$ cat config.mk
export PLATFORM = sky130hd
export DESIGN_NAME = gdfs_ctrl
export DESIGN_NICKNAME = d
export VERILOG_FILES = /design/src/rtl/gdfs_pkg.sv /design/src/rtl/gdfs_ctrl.sv
export SDC_FILE = /design/constraint.sdc
export NUM_CORES = 1
export LEC_CHECK = 0
export BUFFER_PORTS_ARGS = -buffer_cell sky130_fd_sc_hd__clkbuf_2
export CAP_MARGIN = 10
export CORE_MARGIN = 3
export CORE_UTILIZATION = 40
export CTS_CLUSTER_DIAMETER = 50
export DETAILED_ROUTE_END_ITERATION = 10
export MAX_ROUTING_LAYER = met4
export PLACE_DENSITY = 0.71
export SYNTH_ARGS = -nofsm -noshare
export SYNTH_HDL_FRONTEND = slang
export SYNTH_SLANG_ARGS = --single-unit
$ cat constraint.sdc
create_clock -name clk -period 2.1 [get_ports clk]
set_input_delay 0.42 -clock clk [delete_from_list [all_inputs] [get_ports clk]]
set_output_delay 0.42 -clock clk [all_outputs]
set_load 0.03 [all_outputs]
$ cat src/rtl/gdfs_pkg.sv
// Shared types and constants of the grid depth-first path search block.
// Used by the controller, the datapath and the top level; depends on nothing.
`default_nettype none

package gdfs_pkg;

  localparam int CW    = 6;        // width of a column or row coordinate
  localparam int LINW  = 2 * CW;   // width of a row times width product
  localparam int CFGW  = 6;        // configuration data width
  localparam int CFGAW = 3;        // configuration index width
  localparam int IDXW  = 10;       // input cell index width
  localparam int CODEW = 3;        // cell code width

  localparam logic [CW-1:0]    GW_RESET      = 6'd32;
  localparam logic [CW-1:0]    GH_RESET      = 6'd32;
  localparam logic [CODEW-1:0] CODE_PATH     = 3'd4;
  localparam logic [CODEW-1:0] CODE_GOAL     = 3'd1;
  localparam logic [CODEW-1:0] CODE_START    = 3'd2;
  localparam logic [CODEW-1:0] CODE_OPEN_MAX = 3'd2;
  localparam logic [CODEW-1:0] CODE_CLEARED  = 3'd0;

  localparam logic [CFGAW-1:0] CFG_GRID_WIDTH  = 3'd0;
  localparam logic [CFGAW-1:0] CFG_GRID_HEIGHT = 3'd1;
  localparam logic [CFGAW-1:0] CFG_START_X     = 3'd2;
  localparam logic [CFGAW-1:0] CFG_START_Y     = 3'd3;
  localparam logic [CFGAW-1:0] CFG_GOAL_X      = 3'd4;
  localparam logic [CFGAW-1:0] CFG_GOAL_Y      = 3'd5;

  typedef enum logic [1:0] {
    MODE_LOAD, MODE_SEARCH, MODE_READ, MODE_CLEAR
  } mode_t;

  typedef enum logic [1:0] {DIR_W, DIR_S, DIR_E, DIR_N} dir_t;

  typedef enum logic [3:0] {
    ST_IDLE, ST_VCLR, ST_SEED, ST_POP, ST_POP_WT, ST_NB_RD, ST_NB_CHK,
    ST_TR_CHK, ST_TR_WT, ST_TR_GOAL, ST_TR_START, ST_CLR, ST_CLR_END, ST_DONE
  } state_t;

  typedef struct packed {
    logic accept_load;
    logic accept_read;
    logic begin_search;
    logic begin_clear;
    logic vclr_step;
    logic seed;
    logic pop_rd;
    logic pop_take;
    logic nb_rd;
    logic nb_chk;
    logic tr_begin;
    logic tr_mark;
    logic tr_take;
    logic tr_goal;
    logic tr_start;
    logic clr_step;
    logic clr_tail;
    logic out_strobe;
  } cmd_t;

  typedef struct packed {
    logic sweep_last;
    logic dims_bad;
    logic stack_empty;
    logic cur_is_goal;
    logic last_dir;
    logic p_is_start;
  } sts_t;

endpackage

`default_nettype wire

$ cat src/rtl/gdfs_ctrl.sv
// Controller state machine of the grid search: sequences loads, reads, searches and clears.
// Depends on gdfs_pkg; drives the datapath through cmd_t and watches sts_t.
`default_nettype none

module gdfs_ctrl import gdfs_pkg::*; (
  input  wire logic       clk,
  input  wire logic       rst_n,
  input  wire logic       start,
  input  wire logic [1:0] in_mode,
  input  sts_t            sts,
  output cmd_t            cmd,
  output logic            busy
);

  state_t state_r, state_nxt;

  always_ff @(posedge clk) begin
    if (!rst_n) begin
      state_r <= ST_IDLE;
    end else begin
      state_r <= state_nxt;
    end
  end

  always_comb begin
    state_nxt = state_r;
    unique case (state_r)
      ST_IDLE: begin
        if (start) begin
          unique case (mode_t'(in_mode))
            MODE_SEARCH: state_nxt = ST_VCLR;
            MODE_CLEAR:  state_nxt = ST_CLR;
            default:     state_nxt = ST_IDLE;
          endcase
        end
      end
      ST_VCLR:     if (sts.sweep_last) state_nxt = sts.dims_bad ? ST_DONE : ST_SEED;
      ST_SEED:     state_nxt = ST_POP;
      ST_POP:      state_nxt = sts.stack_empty ? ST_DONE : ST_POP_WT;
      ST_POP_WT:   state_nxt = sts.cur_is_goal ? ST_TR_CHK : ST_NB_RD;
      ST_NB_RD:    state_nxt = ST_NB_CHK;
      ST_NB_CHK:   state_nxt = sts.last_dir ? ST_POP : ST_NB_RD;
      ST_TR_CHK:   state_nxt = sts.p_is_start ? ST_TR_GOAL : ST_TR_WT;
      ST_TR_WT:    state_nxt = ST_TR_CHK;
      ST_TR_GOAL:  state_nxt = ST_TR_START;
      ST_TR_START: state_nxt = ST_IDLE;
      ST_CLR:      if (sts.sweep_last) state_nxt = ST_CLR_END;
      ST_CLR_END:  state_nxt = ST_IDLE;
      ST_DONE:     state_nxt = ST_IDLE;
      default:     state_nxt = ST_IDLE;
    endcase
  end

  always_comb begin
    cmd  = '0;
    busy = (state_r != ST_IDLE);
    unique case (state_r)
      ST_IDLE: begin
        if (start) begin
          unique case (mode_t'(in_mode))
            MODE_LOAD: begin
              cmd.accept_load = 1'b1;
              cmd.out_strobe  = 1'b1;
            end
            MODE_READ: begin
              cmd.accept_read = 1'b1;
              cmd.out_strobe  = 1'b1;
            end
            MODE_SEARCH: cmd.begin_search = 1'b1;
            MODE_CLEAR:  cmd.begin_clear  = 1'b1;
            default: ;
          endcase
        end
      end
      ST_VCLR:   cmd.vclr_step = 1'b1;
      ST_SEED:   cmd.seed = 1'b1;
      ST_POP:    cmd.pop_rd = !sts.stack_empty;
      ST_POP_WT: begin
        cmd.tr_begin = sts.cur_is_goal;
        cmd.pop_take = !sts.cur_is_goal;
      end
      ST_NB_RD:  cmd.nb_rd = 1'b1;
      ST_NB_CHK: cmd.nb_chk = 1'b1;
      ST_TR_CHK: cmd.tr_mark = !sts.p_is_start;
      ST_TR_WT:  cmd.tr_take = 1'b1;
      ST_TR_GOAL: cmd.tr_goal = 1'b1;
      ST_TR_START: begin
        cmd.tr_start   = 1'b1;
        cmd.out_strobe = 1'b1;
      end
      ST_CLR:    cmd.clr_step = 1'b1;
      ST_CLR_END: begin
        cmd.clr_tail   = 1'b1;
        cmd.out_strobe = 1'b1;
      end
      ST_DONE:   cmd.out_strobe = 1'b1;
      default: ;
    endcase
  end

endmodule

`default_nettype wire

After elaboration in Yosys (flattened, before gate mapping) --
Index checks and enable logic that the tools add are counted.
Operators by class: muxes and demuxes 32, equal/unequal tests 19, reductions and logical operators 9
Operators with widths (count):
- $pmux 4 s11 | 1
- $mux 4 | 7
- $eq 4x4->1 const B | 6
- $mux 1 | 20
- $eq 4x3->1 const B | 4
- $eq 4x2->1 const B | 2
- $pmux 4 s2 | 1
- $ne 2x2->1 const B | 3
- $eq 2x2->1 const B | 2
- $eq 4x1->1 const B | 1
- $logic_not 4->1 | 1
- $reduce_bool 4->1 | 1
- $logic_not 1->1 | 3
- $mux 3 | 1
- $reduce_and 3->1 | 1
- $reduce_or 3->1 | 1
- $eq 2x1->1 const B | 1
- $logic_not 2->1 | 1
- $mux 2 | 1
- $pmux 1 s2 | 1
- $reduce_or 2->1 | 1
Word-level totals: output and inout bits 19, bits in registers 4, bits of input ports 11, logic and storage cells 61

Longest topological paths before layout --
word-level depth 5, mapped depth 5, depth with buffers taken out 4

Least setup slack after synthesis --
Ideal clock, no wire load.
path kind reg2out, start point register state_r[2], end point output cmd[11] in the netlist's numbering, path buffers 2, cell stages (with the launch flop) 4, setup slack 48 ps, data arrival time 1632 ps, data required time 1680 ps, cell sequence dfxtp_1 -> buf_4 -> buf_2 -> nor4_1
RTL lines:
- start, declared | RTL line gdfs_ctrl.sv:15 | state_t state_r, state_nxt;
- start signal, assigned | RTL line gdfs_ctrl.sv:21 | state_r <= state_nxt;
- end, declared | RTL line gdfs_ctrl.sv:11 | output cmd_t cmd,

==> flow_results.xml <==
<?xml version="1.0" encoding="UTF-8"?>
<metrics>
  <group name="outcome">
    <metric name="outcome" unit="">complete, no violations</metric>
  </group>
  <group name="pwr">
    <metric name="static-leakage-power" unit="nW">0.348</metric>
    <metric name="power_report.internal_total" unit="uW">428</metric>
    <metric name="net-switching-power" unit="uW">504</metric>
    <metric name="p_seq_share" unit="%">17.2</metric>
    <metric name="power_frac_clock" unit="%">10.0</metric>
    <metric name="comb_power_share" unit="%">72.8</metric>
    <metric name="pwr_density_cell" unit="nW/um2">1170</metric>
    <metric name="max-vdd-ir-drop" unit="mV">0.577</metric>
    <metric name="power.share.switching" unit="%">54.1</metric>
  </group>
  <group name="synthesis">
    <metric name="yosys.area_share.adder" unit="%">0</metric>
    <metric name="yosys.area_share.xor_xnor" unit="%">0</metric>
    <metric name="synth_cell_area" unit="um2">614</metric>
    <metric name="synth_enable_flop_cells" unit="">0</metric>
    <metric name="syn_avg_cell_area" unit="um2">7.06</metric>
    <metric name="synth_seq_cells" unit="">4</metric>
    <metric name="syn_nets" unit="">98</metric>
    <metric name="main_combinational_cell_family_by_area_after_synthesis" unit="">simple AND/OR/NAND/NOR gates</metric>
    <metric name="synthArstFlopShare" unit="%">0</metric>
    <metric name="muxShareOfSynthArea" unit="%">0</metric>
    <metric name="simple_gate_area_share_of_the_yosys_netlist" unit="%">52.3</metric>
    <metric name="synth-seq-area-share" unit="%">13.0</metric>
    <metric name="syn_inst" unit="">87</metric>
    <metric name="yosys-top-cells-area" unit="">sky130_fd_sc_hd__dfxtp_1 (13%), sky130_fd_sc_hd__nand2b_1 (7.1%), sky130_fd_sc_hd__nor2_1 (6.1%)</metric>
    <metric name="synthDistinctLibCells" unit="">35</metric>
    <metric name="dominantRegCellSynth" unit="">sky130_fd_sc_hd__dfxtp_1</metric>
    <metric name="synth_compound_gate_area_share" unit="%">24.6</metric>
    <metric name="yosysWarningCount" unit="">0</metric>
    <metric name="synth_area_leader_cell" unit="">sky130_fd_sc_hd__dfxtp_1</metric>
    <metric name="synth_top_area_share" unit="%">13.0</metric>
  </group>
  <group name="drt">
    <metric name="routed_via_density" unit="">5.75</metric>
    <metric name="drt-pass1-iter-count" unit="">4</metric>
    <metric name="antenna_left" unit="">0</metric>
    <metric name="num_vias" unit="">765</metric>
    <metric name="wl" unit="um">1720</metric>
    <metric name="post_drt_wl_per_cell" unit="um">12.9</metric>
    <metric name="route.detailed.drc" unit="">0</metric>
    <metric name="dr.first_iter.drc_count" unit="">24</metric>
  </group>
  <group name="cts">
    <metric name="max_buffers_root_to_sink" unit="">2</metric>
    <metric name="clock_tree.htree_level_count" unit="">1</metric>
    <metric name="clk_transition_reported_paths" unit="ps">40</metric>
    <metric name="postCtsHoldBufs" unit="">0</metric>
    <metric name="cts_setup_buffers" unit="">0</metric>
    <metric name="post_cts.resized_instances" unit="">0</metric>
    <metric name="cts_tree" unit="">built</metric>
    <metric name="cts_made_buffers" unit="">3</metric>
    <metric name="root_buffer" unit="">sky130_fd_sc_hd__clkbuf_4</metric>
    <metric name="worst_skew_pair.late_latency" unit="ps">230</metric>
    <metric name="cts.sinks" unit="">4</metric>
  </group>
  <group name="placement">
    <metric name="placed_cells" unit="">130</metric>
    <metric name="detailedPlacementHpwl" unit="um">1340</metric>
    <metric name="routabilityCongestion" unit="">0.909</metric>
    <metric name="placement.setup.worst_slack" unit="ps">259</metric>
    <metric name="portBuffers" unit="">29</metric>
  </group>
  <group name="layout">
    <metric name="number_of_flip_flops_in_the_largest_register" unit="">4</metric>
    <metric name="fill_cells" unit="">156</metric>
    <metric name="reg_top3" unit="">state_r x4</metric>
    <metric name="area_delta_synth_final" unit="%">29.7</metric>
    <metric name="largest_register" unit="">state_r</metric>
    <metric name="insertedDiodeCount" unit="">0</metric>
    <metric name="finish.cell_count_without_fillers" unit="">133</metric>
    <metric name="nets" unit="">131</metric>
    <metric name="area_taken_by_multi_input_logic_gates" unit="um2">473</metric>
    <metric name="area.sequential" unit="um2">81.3</metric>
    <metric name="drive_gt1_share" unit="%">40.7</metric>
  </group>
  <group name="die">
    <metric name="rows" unit="">13</metric>
    <metric name="floorplan.die_area" unit="um2">2040</metric>
    <metric name="die_width" unit="um">45.2</metric>
    <metric name="core" unit="um2">1370</metric>
    <metric name="die_h" unit="um">45.2</metric>
    <metric name="start_util" unit="%">45.0</metric>
    <metric name="boundaryPins" unit="">30</metric>
  </group>
  <group name="setup_path">
    <metric name="worst_path_largest_cell_delay" unit="ps">370</metric>
    <metric name="required_time_at_the_endpoint_of_the_critical_path" unit="ps">1680</metric>
    <metric name="critical_path.endpoint_type" unit="">output port</metric>
    <metric name="cp_top_family" unit="">simple AND/OR/NAND/NOR gates</metric>
    <metric name="critPathArrivalTime" unit="ps">1550</metric>
    <metric name="worst_setup_path_start_kind" unit="">flip-flop</metric>
    <metric name="path_class" unit="">reg2out</metric>
    <metric name="timing.reg2reg.worst_path_depth" unit="">6</metric>
    <metric name="worstReg2RegStart" unit="">state_r[3]</metric>
    <metric name="worst_path_max_fanout" unit="">13</metric>
    <metric name="r2r-end" unit="">state_r[3]</metric>
    <metric name="critPathBufInv" unit="">1</metric>
    <metric name="crit_path_cells" unit="">nor4b_2 &gt; a21oi_1 &gt; or3_1 &gt; o21ai_0 &gt; buf_2</metric>
    <metric name="regToRegSetupSlack" unit="ps">560</metric>
    <metric name="timing.critical_path.slowest_stage_cell" unit="">sky130_fd_sc_hd__dfxtp_2</metric>
  </group>
  <group name="timing">
    <metric name="worst_margin_slew" unit="ps">425</metric>
    <metric name="postLayoutSetupSlackWorst" unit="ps">134</metric>
    <metric name="final_max_slew_viols" unit="">0</metric>
    <metric name="timing.final.crit_period" unit="ps">1970</metric>
    <metric name="worst_slew_margin_rel" unit="%">71.6</metric>
    <metric name="hold_violations" unit="">0</metric>
    <metric name="setup_viol_count_final" unit="">0</metric>
    <metric name="tns" unit="ps">0</metric>
    <metric name="rsz0062_at_grt" unit="">no</metric>
    <metric name="final.period_utilization" unit="%">93.6</metric>
    <metric name="fin_skew" unit="ps">8.78</metric>
    <metric name="fmaxAchievable" unit="MHz">509</metric>
  </group>
  <group name="min_path">
    <metric name="worst_hold_endpoint" unit="">state_r[1]</metric>
    <metric name="min_path_type" unit="">in2reg</metric>
    <metric name="hold_depth" unit="">3</metric>
    <metric name="hold_path_startpoint" unit="">rst_n</metric>
  </group>
  <group name="global_route">
    <metric name="grt_max_degree" unit="">17</metric>
    <metric name="grt.met1_usage" unit="%">26.6</metric>
    <metric name="global_route.usage.total" unit="%">19.8</metric>
    <metric name="number_of_global_route_vias_before_repair" unit="">710</metric>
    <metric name="global_route_wire_length_before_repair" unit="um">3030</metric>
    <metric name="globalRouteMet3Util" unit="%">3.98</metric>
    <metric name="routing_layer_with_the_top_usage_in_global_route" unit="">met2</metric>
    <metric name="initial_antenna_violation_count" unit="">0</metric>
    <metric name="grt_remaining_overflow" unit="">0</metric>
    <metric name="met2_usage" unit="%">29.9</metric>
  </group>
  <group name="run">
    <metric name="number_of_max_cap_violations" unit="">0</metric>
  </group>
</metrics>
[cells by family (layout without fill, tap and decap cells)]
logic type	Yosys count	in the layout
and+or+nand+nor	52	52
buffers and inverters	9	40
AOI/OAI and AO/OA	22	22
DFF	4	4
[synth_stat cells (2+ instances only)]
library cell	n
sky130_fd_sc_hd__nand2_1	7
sky130_fd_sc_hd__buf_4	2
sky130_fd_sc_hd__nand2b_1	7
sky130_fd_sc_hd__nor3_1	7
sky130_fd_sc_hd__buf_2	4
sky130_fd_sc_hd__nand3_1	2
sky130_fd_sc_hd__nand2b_4	2
sky130_fd_sc_hd__a22oi_1	2
sky130_fd_sc_hd__nor4_1	2
sky130_fd_sc_hd__a21boi_0	2
sky130_fd_sc_hd__nor2b_1	3
sky130_fd_sc_hd__o21ai_1	3
sky130_fd_sc_hd__o21ai_0	3
sky130_fd_sc_hd__a21oi_1	5
sky130_fd_sc_hd__nor3b_1	3
sky130_fd_sc_hd__buf_6	2
sky130_fd_sc_hd__nor2_1	10
sky130_fd_sc_hd__dfxtp_1	4
[per-stage QoR]
step                      area (um2)  power, mW  utilization (%)  hold slack [ps]
final                            797      0.932             58.3              456
after global routing             797       1.02             58.3              471
after CTS                        796      0.929             58.2              465
after detailed placement         773      0.833             56.6              702
after global placement           773      0.827             56.6              692
after floorplan                  614      0.686                -              535
[layout by cell type (no fill, tap or decap), types with 2 or more instances in the layout]
master                     count
sky130_fd_sc_hd__a21boi_0      2
sky130_fd_sc_hd__a21oi_1       5
sky130_fd_sc_hd__a22oi_1       2
sky130_fd_sc_hd__buf_4         7
sky130_fd_sc_hd__clkbuf_2     28
sky130_fd_sc_hd__clkbuf_4      3
sky130_fd_sc_hd__dfxtp_1       3
sky130_fd_sc_hd__nand2_1       7
sky130_fd_sc_hd__nand2b_1      7
sky130_fd_sc_hd__nand2b_4      2
sky130_fd_sc_hd__nand3_1       2
sky130_fd_sc_hd__nor2_1       10
sky130_fd_sc_hd__nor2b_1       3
sky130_fd_sc_hd__nor3_1        7
sky130_fd_sc_hd__nor3b_1       3
sky130_fd_sc_hd__nor4_1        2
sky130_fd_sc_hd__o21ai_0       3
sky130_fd_sc_hd__o21ai_1       3
[worst max path at each step]
stage                    start       to  slack, ps  depth (start not counted)
finish              state_r[1]   cmd[0]        130                          5
CTS                 state_r[1]   cmd[0]         40                          5
global placement    in_mode[0]   cmd[0]        280                          6
floorplan           state_r[2]  cmd[11]         50                          3
detailed placement  in_mode[0]   cmd[0]        260                          6
global route        state_r[0]  cmd[16]         10                          4
[final cells by class]
type / count / area share (%)
Timing Repair Buffer: 36 / 24.8
Inverter: 1 / 0.471
Tap cell: 15 / 2.35
Multi-Input combinational cell: 74 / 59.3
Clock buffer: 3 / 2.83
Sequential cell: 4 / 10.2
[worst register-to-register path, cell delays in order, from the launching register on]
cell and delay (ps):
sky130_fd_sc_hd__dfxtp_1 430, sky130_fd_sc_hd__buf_4 270, sky130_fd_sc_hd__nor2_2 60, sky130_fd_sc_hd__buf_4 160, sky130_fd_sc_hd__and4_1 190, sky130_fd_sc_hd__a211oi_1 220, sky130_fd_sc_hd__o21ai_1 90
[power groups by stage]
stage	sequential [mW]	combinational, mW	clock (mW)
detailed placement	0.158	0.675	0
global route	0.166	0.746	0.107
floorplan	0.112	0.574	0
global placement	0.158	0.669	0
finish	0.160	0.679	0.0936
CTS	0.157	0.679	0.0942
[metal layers]
metal	vias up	share of wire (%)	wire, um
li1	383	-	-
met2	47	45	764
met3	0	10	180
met1	335	45	769
met4	0	0	0
met5	-	0	0
Power figures use the tool's default switching activity.
